--- src/rtl/core/encoder_homing_calibrator_assert.svh ---
// ----------------------------------------------------------------------------
// Encoder homing calibrator assertion macros
// Implication checks sampled on clk_i, disabled while rst_ni is low.
// ----------------------------------------------------------------------------
`ifndef ENCODER_HOMING_CALIBRATOR_ASSERT_SVH
`define ENCODER_HOMING_CALIBRATOR_ASSERT_SVH

// Same-cycle implication.
`define EHC_ASSERT_SAME(lbl, ante, cons, msg) \
  lbl: assert property (@(posedge clk_i) disable iff (!rst_ni) (ante) |-> (cons)) \
    else $error(msg);

// Next-cycle implication.
`define EHC_ASSERT_NEXT(lbl, ante, cons, msg) \
  lbl: assert property (@(posedge clk_i) disable iff (!rst_ni) (ante) |=> (cons)) \
    else $error(msg);

`endif

--- src/rtl/core/ehc_pkg.sv ---
`timescale 1ns / 1ps
// ----------------------------------------------------------------------------
// ehc_pkg
// Types and constants of the encoder homing calibrator.
// ----------------------------------------------------------------------------
package ehc_pkg;

  localparam int unsigned PosW   = 32;
  localparam int unsigned DriveW = 9;
  localparam int unsigned TimeW  = 16;
  localparam int unsigned CprW   = 16;
  localparam int unsigned RatioW = 32;
  localparam int unsigned FracW  = 16;
  localparam int unsigned CfgW   = 16;
  localparam int unsigned CfgIdxW = 2;

  // One quotient bit per step over the dividend |pos| << 16
  localparam int unsigned DivSteps = PosW + FracW;
  localparam int unsigned DivCntW  = $clog2(DivSteps + 1);

  localparam logic [DriveW-1:0] SeekSpeedRst = 9'd64;
  localparam logic [TimeW-1:0]  TimeoutRst   = 16'd30000;
  localparam logic [CprW-1:0]   CprRst       = 16'd600;

  typedef enum logic [1:0] {
    PH_IDLE = 2'd0,
    PH_SEEK = 2'd1,
    PH_ROT  = 2'd2,
    PH_DONE = 2'd3
  } phase_e;

  typedef enum logic [CfgIdxW-1:0] {
    CFG_SEEK_SPEED     = 2'd0,
    CFG_TIMEOUT_MS     = 2'd1,
    CFG_COUNTS_PER_REV = 2'd2
  } cfg_idx_e;

  typedef enum logic {
    CS_IDLE = 1'b0,
    CS_DIV  = 1'b1
  } ctl_state_e;

endpackage

--- src/rtl/core/encoder_homing_calibrator.sv ---
`timescale 1ns / 1ps
// ----------------------------------------------------------------------------
// encoder_homing_calibrator
// Position counter, home latch, phase timer and homing sequencer with a
// bit-serial Q16.16 gear ratio divider.
// ----------------------------------------------------------------------------
//  channel | signals                              | direction
//  --------+--------------------------------------+----------
//  in      | in_valid_i/in_ready_o, event bits    | request in
//  out     | out_valid_o/out_ready_i, status      | request out
//  cfg     | cfg_we_i, cfg_idx_i, cfg_data_i      | write only
//
//  Unless it completes calibration, a request's status is valid the cycle
//  after it is taken. A request that completes calibration waits for the
//  restoring divider: one quotient bit per cycle over |count| << 16.
//  A new request is taken while the last status is taken in the same cycle.
//  Reset puts the sequencer in idle, clears the count, timer and ratio and
//  loads the register defaults (64, 30000, 600).
// ----------------------------------------------------------------------------
module encoder_homing_calibrator
  import ehc_pkg::*;
(
  input  logic                clk_i,
  input  logic                rst_ni,

  input  logic                cfg_we_i,
  input  logic [CfgIdxW-1:0]  cfg_idx_i,
  input  logic [CfgW-1:0]     cfg_data_i,

  input  logic                in_valid_i,
  output logic                in_ready_o,
  input  logic                start_req_i,
  input  logic                enc_a_rise_i,
  input  logic                enc_b_level_i,
  input  logic                home_fall_i,
  input  logic                ms_tick_i,

  output logic                out_valid_o,
  input  logic                out_ready_i,
  output logic [1:0]          phase_o,
  output logic signed [DriveW-1:0] motor_drive_o,
  output logic signed [PosW-1:0]   position_count_o,
  output logic [RatioW-1:0]   gear_ratio_o,
  output logic                calibrating_o,
  output logic                timed_out_o,
  output logic                finished_o
);

  localparam logic [DivCntW-1:0] DivLoad  = DivCntW'(DivSteps);
  localparam logic [DivCntW-1:0] MagSteps = DivCntW'(DivSteps - PosW);

  // configuration
  logic [DriveW-1:0] seek_speed_q;
  logic [TimeW-1:0]  timeout_q;
  logic [CprW-1:0]   cpr_q;

  // architectural state
  phase_e            phase_q, phase_d;
  logic [PosW-1:0]   pos_q, pos_d;
  logic              home_q, home_d;
  logic [TimeW-1:0]  elapsed_q, elapsed_d;
  logic [RatioW-1:0] ratio_q, ratio_d;
  logic [DriveW-1:0] drive_q, drive_d;
  logic              tout_q, tout_d;
  logic              fin_q, fin_d;

  // control
  ctl_state_e        ctl_q, ctl_d;
  logic              out_valid_q, out_valid_d;
  logic [DivCntW-1:0] cnt_q, cnt_d;

  // divider datapath
  logic [PosW-1:0]   dvd_q, dvd_d;
  logic [CprW-1:0]   rem_q, rem_d;
  logic [RatioW-1:0] quo_q, quo_d;
  logic              ovf_q, ovf_d;

  logic              in_acc;
  logic              div_go;
  logic              in_bit;
  logic [CprW:0]     rem_sh;
  logic [CprW:0]     rem_sub;
  logic              ge;
  logic [RatioW-1:0] quo_nx;
  logic              ovf_nx;

  assign in_ready_o = (ctl_q == CS_IDLE) && (!out_valid_q || out_ready_i);
  assign in_acc     = in_valid_i && in_ready_o;

  // restoring divider step
  assign in_bit  = (cnt_q > MagSteps) ? dvd_q[PosW-1] : 1'b0;
  assign rem_sh  = {rem_q, in_bit};
  assign rem_sub = rem_sh - {1'b0, cpr_q};
  assign ge      = (rem_sh >= {1'b0, cpr_q});
  assign quo_nx  = {quo_q[RatioW-2:0], ge};
  assign ovf_nx  = ovf_q | quo_q[RatioW-1];

  always_ff @(posedge clk_i or negedge rst_ni) begin
    if (!rst_ni) begin
      seek_speed_q <= SeekSpeedRst;
      timeout_q    <= TimeoutRst;
      cpr_q        <= CprRst;
    end else if (cfg_we_i) begin
      case (cfg_idx_e'(cfg_idx_i))
        CFG_SEEK_SPEED:     seek_speed_q <= cfg_data_i[DriveW-1:0];
        CFG_TIMEOUT_MS:     timeout_q    <= cfg_data_i[TimeW-1:0];
        CFG_COUNTS_PER_REV: cpr_q        <= cfg_data_i[CprW-1:0];
        default: ;
      endcase
    end
  end

  always_ff @(posedge clk_i or negedge rst_ni) begin
    if (!rst_ni) begin
      ctl_q       <= CS_IDLE;
      out_valid_q <= 1'b0;
      cnt_q       <= '0;
      phase_q     <= PH_IDLE;
      pos_q       <= '0;
      home_q      <= 1'b0;
      elapsed_q   <= '0;
      ratio_q     <= '0;
      drive_q     <= '0;
      tout_q      <= 1'b0;
      fin_q       <= 1'b0;
    end else begin
      ctl_q       <= ctl_d;
      out_valid_q <= out_valid_d;
      cnt_q       <= cnt_d;
      phase_q     <= phase_d;
      pos_q       <= pos_d;
      home_q      <= home_d;
      elapsed_q   <= elapsed_d;
      ratio_q     <= ratio_d;
      drive_q     <= drive_d;
      tout_q      <= tout_d;
      fin_q       <= fin_d;
    end
  end

  always_ff @(posedge clk_i) begin
    dvd_q <= dvd_d;
    rem_q <= rem_d;
    quo_q <= quo_d;
    ovf_q <= ovf_d;
  end

  always_comb begin
    ctl_d       = ctl_q;
    out_valid_d = out_valid_q;
    cnt_d       = cnt_q;
    phase_d     = phase_q;
    pos_d       = pos_q;
    home_d      = home_q;
    elapsed_d   = elapsed_q;
    ratio_d     = ratio_q;
    drive_d     = drive_q;
    tout_d      = tout_q;
    fin_d       = fin_q;
    dvd_d       = dvd_q;
    rem_d       = rem_q;
    quo_d       = quo_q;
    ovf_d       = ovf_q;
    div_go      = 1'b0;

    if (out_valid_q && out_ready_i) begin
      out_valid_d = 1'b0;
    end

    case (ctl_q)
      CS_IDLE: begin
        if (in_acc) begin
          tout_d = 1'b0;
          fin_d  = 1'b0;
          if (start_req_i && (phase_q == PH_IDLE)) begin
            home_d    = 1'b0;
            phase_d   = PH_SEEK;
            elapsed_d = '0;
            drive_d   = seek_speed_q;
          end
          if (enc_a_rise_i) begin
            pos_d = enc_b_level_i ? (pos_q - 1'b1) : (pos_q + 1'b1);
          end
          if (home_fall_i) begin
            home_d = 1'b1;
          end
          if (ms_tick_i && (elapsed_d != '1)) begin
            elapsed_d = elapsed_d + 1'b1;
          end
          case (phase_d)
            PH_SEEK, PH_ROT: begin
              if (elapsed_d >= timeout_q) begin
                drive_d = '0;
                phase_d = PH_IDLE;
                tout_d  = 1'b1;
              end else if (home_d) begin
                home_d = 1'b0;
                if (phase_d == PH_SEEK) begin
                  pos_d     = '0;
                  elapsed_d = '0;
                  phase_d   = PH_ROT;
                end else begin
                  div_go  = 1'b1;
                  phase_d = PH_DONE;
                  fin_d   = 1'b1;
                end
              end
            end
            PH_DONE: begin
              drive_d = '0;
              phase_d = PH_IDLE;
            end
            default: ;
          endcase
          if (div_go) begin
            // hold the status back until the ratio is in
            dvd_d = pos_d[PosW-1] ? (PosW'(0) - pos_d) : pos_d;
            rem_d = '0;
            quo_d = '0;
            ovf_d = 1'b0;
            cnt_d = DivLoad;
            ctl_d = CS_DIV;
          end else begin
            out_valid_d = 1'b1;
          end
        end
      end
      CS_DIV: begin
        dvd_d = {dvd_q[PosW-2:0], 1'b0};
        rem_d = ge ? rem_sub[CprW-1:0] : rem_sh[CprW-1:0];
        quo_d = quo_nx;
        ovf_d = ovf_nx;
        cnt_d = cnt_q - 1'b1;
        if (cnt_q == DivCntW'(1)) begin
          // saturate when the quotient spilled past 32 bits
          ratio_d     = ovf_nx ? '1 : quo_nx;
          out_valid_d = 1'b1;
          ctl_d       = CS_IDLE;
        end
      end
      default: begin
        ctl_d = CS_IDLE;
      end
    endcase
  end

  assign out_valid_o      = out_valid_q;
  assign phase_o          = phase_q;
  assign motor_drive_o    = drive_q;
  assign position_count_o = pos_q;
  assign gear_ratio_o     = ratio_q;
  assign calibrating_o    = (phase_q != PH_IDLE);
  assign timed_out_o      = tout_q;
  assign finished_o       = fin_q;

`include "encoder_homing_calibrator_assert.svh"

  `EHC_ASSERT_SAME(a_fin_done, out_valid_o && finished_o, phase_o == PH_DONE, "finish without done")
  `EHC_ASSERT_SAME(a_tout_stop, out_valid_o && timed_out_o, (phase_o == PH_IDLE) && (motor_drive_o == '0), "timeout left motor running")
  `EHC_ASSERT_NEXT(a_div_block, in_acc && div_go, !in_ready_o && !out_valid_o, "request taken during divide")
  `EHC_ASSERT_SAME(a_div_phase, ctl_q == CS_DIV, (phase_q == PH_DONE) && fin_q && !out_valid_q, "divide outside done phase")

endmodule
--- config.mk ---
export PLATFORM = sky130hd
export DESIGN_NAME = encoder_homing_calibrator
export DESIGN_NICKNAME = d
export VERILOG_FILES = /design/src/rtl/core/ehc_pkg.sv /design/src/rtl/core/encoder_homing_calibrator.sv
export VERILOG_INCLUDE_DIRS = /design/src /design/src/rtl/core
export SDC_FILE = /design/constraint.sdc
export NUM_CORES = 1
export LEC_CHECK = 0
export ABC_AREA = 1
export BUFFER_PORTS_ARGS = -buffer_cell sky130_fd_sc_hd__clkbuf_2
export CORE_MARGIN = 2
export CORE_UTILIZATION = 45
export CTS_CLUSTER_DIAMETER = 60
export DETAILED_ROUTE_END_ITERATION = 8
export GPL_TIMING_DRIVEN = 0
export PLACE_DENSITY = 0.62
export SLEW_MARGIN = 25
export SYNTH_ARGS = -nofsm -noshare
export SYNTH_HDL_FRONTEND = slang
export SYNTH_SLANG_ARGS = --single-unit
--- constraint.sdc ---
create_clock -name clk_i -period 8.65 [get_ports clk_i]
set_clock_uncertainty 0.2 [all_clocks]
set_input_delay 0.865 -clock clk_i [delete_from_list [all_inputs] [get_ports clk_i]]
set_output_delay 0.865 -clock clk_i [all_outputs]
set_load 0.01 [all_outputs]
==> flow_metrics.py, run 1 <==
metrics = {
    "run_status": {
        "status": "finished clean",
    },
    "cells_and_area": {
        "final_util": 0.516,
        "nets": 2220,
        "fillCellCount": 3209,
        "area_growth_pct": 13.5,
        "drive_gt1_frac": 0.127,
        "final_cell_area_sq_um": 16700,
        "antenna_cells": 0,
    },
    "synth": {
        "yosys_warnings": 0,
        "synth_area_per_cell_sq_um": 7.40,
        "synth_flop_cell": "dfrtp_1",
        "synthArstFlopShare": 0.638,
        "synth-seq-area-share": 0.411,
        "synth_edf_count": 81,
        "synth_cell_types": 55,
        "syn_area_sq_um": 14700,
        "synth-seq-cells": 224,
        "synthesis.nets": 2082,
        "netlist_instances": 1983,
    },
    "pwr": {
        "finalPower_mw": 6.47,
        "p_per_area_nw_per_um2": 389,
        "vdd_drop_max_v": 0.000204,
        "leakage_nw": 8.73,
    },
    "detailed_routing": {
        "antenna_left": 0,
        "vias_per_cell": 5.09,
        "drt_wl_total_um": 40100,
        "drt_iter0_markers": 1039,
        "routedWlPerCell_um": 15.5,
        "remaining_drc_errors": 0,
        "route.vias.total": 13200,
        "dr.pass1.iters": 5,
    },
    "job": {
        "cap_violations": 0,
    },
    "cts": {
        "cts_buffer_depth": 3,
        "path_clk_slew_ns": 0.06,
        "cts_setup_buffers": 0,
        "cts_num_sinks": 224,
        "clk_latency_ns": 0.54,
        "tritoncts": "done",
        "numCtsBuffers": 27,
        "cts_hold_buf": 0,
        "cts_max_level": 1,
        "cts.repair.resized": 0,
        "root_buffer": "clkbuf_16",
    },
    "critical_path": {
        "max_stage_delay_ns": 0.61,
        "crit_slowest_cell": "nor3_1",
        "worstSetupPathType": "flop to flop",
        "crit_fanout": 43,
        "crit_path_end_kind": "flop",
        "worstPathArrival_ns": 5.93,
        "cp.required_ns": 8.67,
        "worstSetupStartpointType": "flop",
        "cpMostUsedCell": "nor2_1",
    },
    "timing": {
        "hold_violations": 0,
        "tns_ns": 0,
        "fin_crit_sh": 0.683,
        "min_period_ns": 5.91,
        "slew_viol_final": 0,
        "relSlewSlack": 0.440,
        "setup_viol": 0,
        "tightest_slew_ns": 0.840,
        "fmax_mhz": 169,
        "rsz0062_at_grt": "no",
    },
    "floorplanning": {
        "rows": 66,
        "ios": 108,
        "die_area_sq_um": 34100,
        "initial_core_util": 0.455,
        "chipHeight_um": 185,
        "die_x_um": 185,
        "coreArea_sq_um": 32300,
    },
    "global_route": {
        "grt_max_degree": 82,
        "track_usage": 0.241,
        "grt-ovfl-total": 0,
        "grt_first_pass_wirelength_um": 65500,
        "antenna_found_initial": 0,
        "grt_pass1_vias": 12800,
    },
    "worst_hold_path": {
        "min_path_type": "input pin to asynchronous set/reset pin",
    },
    "placed_design": {
        "placed_area_sq_um": 15800,
        "gp_congestion": 0.907,
        "portBuffers": 107,
        "dp_hpwl_um": 30300,
    },
}
==> final timing paths <==
check / end / cells past startpoint / slack [ns] / start
max in group asynchronous: cpr_q[4]$_DFFE_PN1P_ / 2 / 7.28 / rst_ni
max reg2reg: quo_q[10]$_SDFFCE_PN0P_ / 32 / 2.74 / phase_o[0]$_DFFE_PN0P_
min reg2reg: cpr_q[12]$_DFFE_PN0P_ / 2 / 0.28 / cpr_q[12]$_DFFE_PN0P_
min: position_count_o[19]$_DFFE_PN0P_ / 1 / 0.11 / rst_ni
max: quo_q[10]$_SDFFCE_PN0P_ / 32 / 2.74 / phase_o[0]$_DFFE_PN0P_
min in group clk_i: cpr_q[12]$_DFFE_PN0P_ / 2 / 0.28 / cpr_q[12]$_DFFE_PN0P_
==> logic make-up after synthesis <==
kind of cell / after synthesis / synth area share
AND/OR/NAND/NOR: 990 / 0.294
buffers and inverters: 407 / 0.109
AO/OA/AOI/OAI: 257 / 0.105
flip-flops: 224 / 0.411
adder cells (fa/ha/maj): 71 / 0.0615
XOR/XNOR: 33 / 0.0197
multiplexers: 1 / 0.000682
==> synthesized netlist by cell type (9+ instances only) <==
cell	n	area share
inv_1	331	0.085
ha_1	69	0.059
o22ai_1	13	0.0055
or2_2	16	0.0068
nand3_1	130	0.044
nor3_1	12	0.0041
o22a_1	31	0.018
nor2_1	133	0.034
inv_2	14	0.0036
o31ai_1	9	0.0046
clkbuf_1	40	0.010
nand2_1	601	0.15
nand4_1	29	0.012
nand2_2	15	0.0064
dfrtp_1	131	0.22
o21ai_0	120	0.041
nand3_2	12	0.0082
nor2_2	17	0.0072
a21oi_1	49	0.017
nand3b_1	10	0.0051
dfstp_2	12	0.021
edfxtp_1	81	0.17
xor2_1	21	0.013
xnor2_1	12	0.0072
==> critical path, delay by kind of cell (launching register included) <==
| family | cells | cell delay [ns] |
|---|---|---|
| buffers and inverters | 9 | 1.51 |
| XOR/XNOR | 1 | 0.20 |
| adder cells (fa/ha/maj) | 2 | 0.51 |
| AO/OA/AOI/OAI | 2 | 0.24 |
| flip-flops | 1 | 0.42 |
| AND/OR/NAND/NOR | 18 | 2.48 |
==> sequential cells by signal (all words and copies together), names as in the netlist, 16 cells and up <==
| register | count |
|---|---|
| dvd_q | 32 |
| gear_ratio_o | 32 |
| position_count_o | 32 |
| quo_q | 32 |
| cpr_q | 16 |
| elapsed_q | 16 |
| rem_q | 16 |
| timeout_q | 16 |
==> power breakdown <==
part	internal, mW	switching (mW)
Sequential	1.70	0.300
Clock	0.626	0.461
Combinational	1.19	2.20
Total	3.51	2.96
==> layout make-up <==
class,instances,area [sq um],area share
buffer,59,284,0.0170
clock buffer,38,737,0.0442
clock inverter,11,97.6,0.00586
inverter,348,1310,0.0787
multi-input combinational,1352,7060,0.424
sequential,224,6030,0.362
tap,442,553,0.0332
timing repair buffer,109,592,0.0355
==> routing by layer <==
layer	routed length, um	up-vias	track usage
met5	0	-	0
met4	1050	0	0.0662
met3	1760	67	0.0225
met2	19000	322	0.410
met1	18200	6134	0.328
li1	-	6630	-
==> placed cells by master, fill, tap and decap left out, drive strengths merged, types with 2 or more instances in the layout <==
master	count
ha	69
o31ai	11
nor3	12
inv	349
o211ai	2
xor2	21
a21oi	51
and2	6
o21ai	134
nand4	30
fa	2
nor2	154
a22o	2
dfstp	12
a31oi	4
o22a	31
nand3b	11
o22ai	13
clkbuf	185
a211oi	2
clkinv	8
dfrtp	131
xnor2	12
nand3	143
edfxtp	81
a21o	2
or2	16
nand2	617
buf	21
==> through the flow <==
stage | hold WS (ns) | instances | worst slack [ns]
2_1_floorplan | 0.248 | 1983 | 2.58
3_3_place_gp | 0.261 | 2532 | 0.553
3_5_place_dp | 0.270 | 2534 | 2.29
4_1_cts | 0.138 | 2583 | 2.67
5_1_grt | 0.166 | 2583 | 2.20
6_report | 0.114 | 2583 | 2.74
No activity file was read; power rests on OpenSTA's default activity.
==> run 2: changes to the inputs <==
Clock period 8.65 ns to 5.6 ns, I/O delays scaled along.
==> run 2 against run 1 <==
Net effect: sequential share of layout area down 0.86 points; combinational power grew 60%; sequential cell count is the same; design area is 2.5% higher; core utilization increased by 1.3 points; clock power up 56%; non-clock buffer count rose by 22; via count rose by 0.39%; global-route usage down 0.10 points; largest cell class unchanged; worst hold slack lost 0.045 ns; setup slack worse by 2.4 ns.
==> flow_metrics.py, run 2 (synthesized netlist as in run 1, its figures left out) <==
metrics = {
    "detailed_routing": {
        "routedWlPerCell_um": 15.5,
        "drt_wl_total_um": 40500,
        "remaining_drc_errors": 0,
        "dr.pass1.iters": 5,
        "vias_per_cell": 5.06,
        "route.vias.total": 13200,
        "drt_iter0_markers": 967,
        "antenna_left": 0,
    },
    "cts": {
        "path_clk_slew_ns": 0.06,
        "tritoncts": "done",
        "cts_buffer_depth": 3,
        "cts_num_sinks": 224,
        "root_buffer": "clkbuf_16",
        "cts_max_level": 1,
        "numCtsBuffers": 27,
        "clk_latency_ns": 0.55,
    },
    "cells_and_area": {
        "area_growth_pct": 16.3,
        "final_cell_mix": "nand2_1, inv_1, nor2_1, nand3_1, dfrtp_1",
        "nets": 2243,
        "final_util": 0.529,
        "final_common_cell": "nand2_1",
        "drive_gt1_frac": 0.148,
        "antenna_cells": 0,
    },
    "worst_hold_path": {
        "min_path_cells": 3,
        "min_path_type": "input pin to flop",
    },
    "pwr": {
        "vdd_drop_max_v": 0.000263,
        "p_per_area_nw_per_um2": 599,
        "leakage_nw": 8.89,
    },
    "critical_path": {
        "path_buf_inv": 8,
        "max_stage_delay_ns": 0.44,
        "crit-reg2reg-capture": "dvd_q[30]$_DFFE_PP_",
        "worstPathArrival_ns": 5.32,
        "crit_fanout": 10,
        "crit_path_end_kind": "flop",
        "path_depth": 37,
        "rrSetupSlack_ns": 0.35,
        "cpMostUsedCell": "nand2_1",
        "worstSetupStartpointType": "flop",
        "endpoint": "dvd_q[30]$_DFFE_PP_",
        "worstSetupPathType": "flop to flop",
        "cp.required_ns": 5.68,
        "crit_slowest_cell": "dfrtp_2",
        "worst_r2r_path_depth": 37,
        "crit_family": "simple AND/OR/NAND/NOR gates",
        "worstReg2RegStart": "phase_o[0]$_DFFE_PN0P_",
        "critPathLaunch": "phase_o[0]$_DFFE_PN0P_",
    },
    "global_route": {
        "grt_util_met1": 0.321,
        "grt_pass1_vias": 12800,
        "grt-ovfl-total": 0,
        "track_usage": 0.240,
        "antenna_found_initial": 1,
        "grt_max_degree": 82,
        "met3_usage": 0.0265,
        "met2_usage": 0.409,
        "top_usage_layer": "met2",
        "grt_first_pass_wirelength_um": 65100,
    },
    "timing": {
        "fin_crit_sh": 0.937,
        "tightest_slew_ns": 0.852,
        "fmax_mhz": 191,
        "hold_violations": 0,
        "relSlewSlack": 0.432,
        "min_period_ns": 5.25,
        "slew_viol_final": 0,
        "tns_ns": 0,
        "setup_viol": 0,
    },
    "floorplanning": {
        "coreArea_sq_um": 32300,
        "die_area_sq_um": 34100,
        "die_x_um": 185,
        "chipHeight_um": 185,
        "rows": 66,
        "ios": 108,
        "initial_core_util": 0.455,
    },
    "placed_design": {
        "portBuffers": 107,
        "dp_hpwl_um": 30400,
        "gp_congestion": 0.904,
    },
    "run_status": {
        "status": "finished clean",
    },
    "job": {
        "cap_violations": 0,
    },
}
==> run 2: changes by cell type in the layout (fill, tap and decap cells not counted), sizes merged <==
cell,previous run,this run
clkinvlp,1,4
clkinv,8,13
buf,21,42
dlygate4sd3,0,1
clkbuf,185,179
==> run 2: per-layer routing <==
layer	vias to the layer above	wire, um
met5	-	0
met4	0	1280
met3	70	1760
met2	317	19100
met1	6140	18400
li1	6677	-
==> run 2: per-stage QoR <==
step | cells | hold WS (ns) | setup slack (ns) | area, sq um | power (mW)
6_report | 2607 | 0.0685 | 0.353 | 17100 | 10.2
5_1_grt | 2607 | 0.0816 | -0.0118 | 17100 | 11.1
4_1_cts | 2594 | 0.0499 | 0.00246 | 16800 | 10.1
3_5_place_dp | 2536 | 0.269 | -0.463 | 15900 | 8.37
3_3_place_gp | 2532 | 0.261 | -1.24 | 15800 | 8.19
2_1_floorplan | 1983 | 0.0644 | 0.303 | 14700 | 6.75
==> run 2: layout make-up <==
class,count,area (sq um)
repair inverters,1,7.51
fillers,3193,15200
multi-input cells,1352,7210
repair buffers,131,792
inverters,348,1320
flip-flops and latches,224,6030
plain buffers,59,294
clock inverters,18,151
clock buffers,32,714
well taps,442,553
==> run 2: worst min path at each step <==
stage                                     start                     endpoint  slack, ns
finish                            cfg_data_i[9]         cpr_q[9]$_DFFE_PN1P_       0.07
global route                     cfg_data_i[14]    timeout_q[14]$_DFFE_PN1P_       0.08
CTS                               cfg_data_i[9]         cpr_q[9]$_DFFE_PN1P_       0.05
detailed placement  seek_speed_q[0]$_DFFE_PN0P_  seek_speed_q[0]$_DFFE_PN0P_       0.27
global placement    seek_speed_q[3]$_DFFE_PN0P_  seek_speed_q[3]$_DFFE_PN0P_       0.26
floorplan                                rst_ni         cnt_q[0]$_DFFE_PN0P_       0.06
==> run 2: where the power goes <==
group,switching [mW],leakage (nW),internal [mW],total [mW]
logic,3.48,5.85,1.96,5.44
registers,0.470,2.61,2.62,3.09
clock network,0.727,0.429,0.970,1.70
==> run 2: timing repair <==
item | 4_1_cts | 5_1_grt
cloned | 1 | 0
setup endpoints to repair | 73 | 105
resized for setup | 5 | 37
pin swaps | 5 | 11
setup buffers | 6 | 13
hold endpoints to repair | 62 | 0
hold buffers | 1 | 0
==> run 2: tightest hold or removal path: stages <==
cell,delay [ns]
clkbuf_2,0.10
inv_1,0.07
o21ai_0,0.08
==> run 3: changes to the inputs <==
Settings changed: CORE_ASPECT_RATIO set to 1.5, CORE_MARGIN 2 to 5.
==> run 3 against run 2 <==
Net effect: die area grew 6.8%; largest power group unchanged; non-clock buffer count shrank 14; critical path depth shrank 2; final cell count shrank 1.9%; first-iteration DRC count shrank 26%; sequential cell count is the same; sequential share of layout area grew 0.57 points; fmax shrank 1.2%; highest routed layer unchanged; clock-buffer cell count grew 2; core utilization shrank 1.1 points.
==> flow_metrics.py, run 3 (synthesized netlist as in run 1, its figures left out) <==
metrics = {
    "global_route": {
        "track_usage": 0.244,
        "grt_pass1_vias": 13500,
        "grt_max_degree": 59,
        "grt_first_pass_wirelength_um": 70100,
        "antenna_found_initial": 0,
        "grt-ovfl-total": 0,
    },
    "critical_path": {
        "path_buf_inv": 6,
        "worst_r2r_path_depth": 35,
        "worstPathArrival_ns": 5.39,
        "rrSetupSlack_ns": 0.29,
        "path_depth": 35,
        "critPathLaunch": "phase_o[0]$_DFFE_PN0P_",
        "worstReg2RegStart": "phase_o[0]$_DFFE_PN0P_",
        "endpoint": "dvd_q[22]$_DFFE_PP_",
        "crit_path_end_kind": "flop",
        "crit_fanout": 19,
        "crit_slowest_cell": "dfrtp_2",
        "crit-reg2reg-capture": "dvd_q[22]$_DFFE_PP_",
        "cp.required_ns": 5.68,
        "crit_family": "simple AND/OR/NAND/NOR gates",
        "worstSetupStartpointType": "flop",
        "worstSetupPathType": "flop to flop",
        "max_stage_delay_ns": 0.45,
        "cpMostUsedCell": "nand2_1",
    },
    "timing": {
        "tightest_slew_ns": 0.856,
        "fin_crit_sh": 0.949,
        "hold_violations": 0,
        "slew_viol_final": 0,
        "setup_viol": 0,
        "min_period_ns": 5.31,
        "fmax_mhz": 188,
        "relSlewSlack": 0.429,
        "tns_ns": 0,
    },
    "detailed_routing": {
        "routedWlPerCell_um": 17.2,
        "route.vias.total": 13300,
        "drt_iter0_markers": 714,
        "drt_wl_total_um": 44000,
        "vias_per_cell": 5.20,
        "antenna_left": 0,
        "dr.pass1.iters": 5,
        "remaining_drc_errors": 0,
    },
    "cts": {
        "numCtsBuffers": 23,
        "cts_buffer_depth": 3,
        "path_clk_slew_ns": 0.07,
        "root_buffer": "clkbuf_16",
        "cts_max_level": 1,
        "clk_latency_ns": 0.54,
        "tritoncts": "done",
        "cts_num_sinks": 224,
    },
    "placed_design": {
        "dp_hpwl_um": 34800,
        "portBuffers": 107,
        "placedCellCount": 2509,
        "gp_congestion": 0.967,
    },
    "pwr": {
        "leakage_nw": 8.75,
        "vdd_drop_max_v": 0.000303,
        "p_per_area_nw_per_um2": 598,
    },
    "floorplanning": {
        "die_area_sq_um": 36400,
        "coreArea_sq_um": 32400,
        "ios": 108,
        "die_x_um": 157,
        "chipHeight_um": 231,
        "rows": 81,
        "initial_core_util": 0.453,
    },
    "cells_and_area": {
        "fillCellCount": 3269,
        "area_growth_pct": 14.5,
        "nets": 2225,
        "antenna_cells": 0,
        "final_common_cell": "nand2_1",
        "drive_gt1_frac": 0.141,
        "instances_no_fill": 2558,
        "final_cell_mix": "nand2_1, inv_1, dfrtp_1",
    },
    "worst_hold_path": {
        "min_path_type": "input pin to flop",
    },
    "job": {
        "cap_violations": 0,
    },
    "run_status": {
        "status": "finished clean",
    },
}
-- run 3: metrics by stage --
step	total power, mW	area [sq um]	hold slack (ns)	setup slack (ns)	util
after floorplan	6.75	14700	0.0644	0.303	-
after global placement	8.29	15700	0.266	-1.26	0.485
after detailed placement	8.43	15800	0.272	-0.623	0.488
after CTS	10.0	16600	0.0441	0.0101	0.513
after global routing	10.9	16800	0.0584	-0.0150	0.518
final	10.0	16800	0.0637	0.288	0.518
-- run 3: routing by layer --
layer  routed length [um]  track usage  up-vias
met5                    0            0        -
met4                 2420        0.125        0
met3                 1190       0.0215      107
met2                23800        0.462      267
met1                16600        0.264     6292
li1                     -            -     6628
-- run 3: area by class of cell --
| cell class | instances | area (sq um) | area share |
|---|---|---|---|
| well taps | 415 | 519 | 0.0309 |
| flip-flops and latches | 224 | 6030 | 0.359 |
| inverters | 348 | 1330 | 0.0790 |
| clock inverters | 8 | 78.8 | 0.00469 |
| clock buffers | 34 | 657 | 0.0391 |
| plain buffers | 57 | 272 | 0.0162 |
| repair buffers | 119 | 706 | 0.0420 |
| multi-input cells | 1352 | 7210 | 0.429 |
| repair inverters | 1 | 7.51 | 0.000447 |
-- run 3: what timing repair did --
item / 4_1_cts / 5_1_grt
hold buffers: 1 / 0
endpoints found under the setup margin: 103 / 106
cloned: 1 / 0
hold endpoints to repair: 34 / 0
gates resized for setup: 13 / 35
pin swaps: 4 / 8
buffers inserted: 2 / 5
-- run 3: how the worst min path moves through the flow --
stage	startpoint	endpoint	depth (start not counted)
floorplan	rst_ni	cnt_q[0]$_DFFE_PN0P_	0
global placement	seek_speed_q[1]$_DFFE_PN0P_	seek_speed_q[1]$_DFFE_PN0P_	2
detailed placement	timed_out_o$_DFFE_PN0P_	timed_out_o$_DFFE_PN0P_	2
CTS	cfg_data_i[12]	timeout_q[12]$_DFFE_PN1P_	3
global route	cfg_data_i[12]	timeout_q[12]$_DFFE_PN1P_	3
finish	cfg_data_i[12]	timeout_q[12]$_DFFE_PN1P_	3
-- run 3: worst reg2reg max path: cells and delay by family (launching register included) --
family,cells,cell delay (ns)
flops,1,0.45
buf+inv,6,0.70
compound gates,2,0.27
xor+xnor,1,0.20
simple gates,23,2.54
fa+ha+maj,3,0.70
-- run 3: where the power goes --
part | switching (mW) | internal [mW] | total [mW]
clock | 0.666 | 0.866 | 1.53
combinational | 3.52 | 1.89 | 5.41
sequential | 0.484 | 2.62 | 3.10
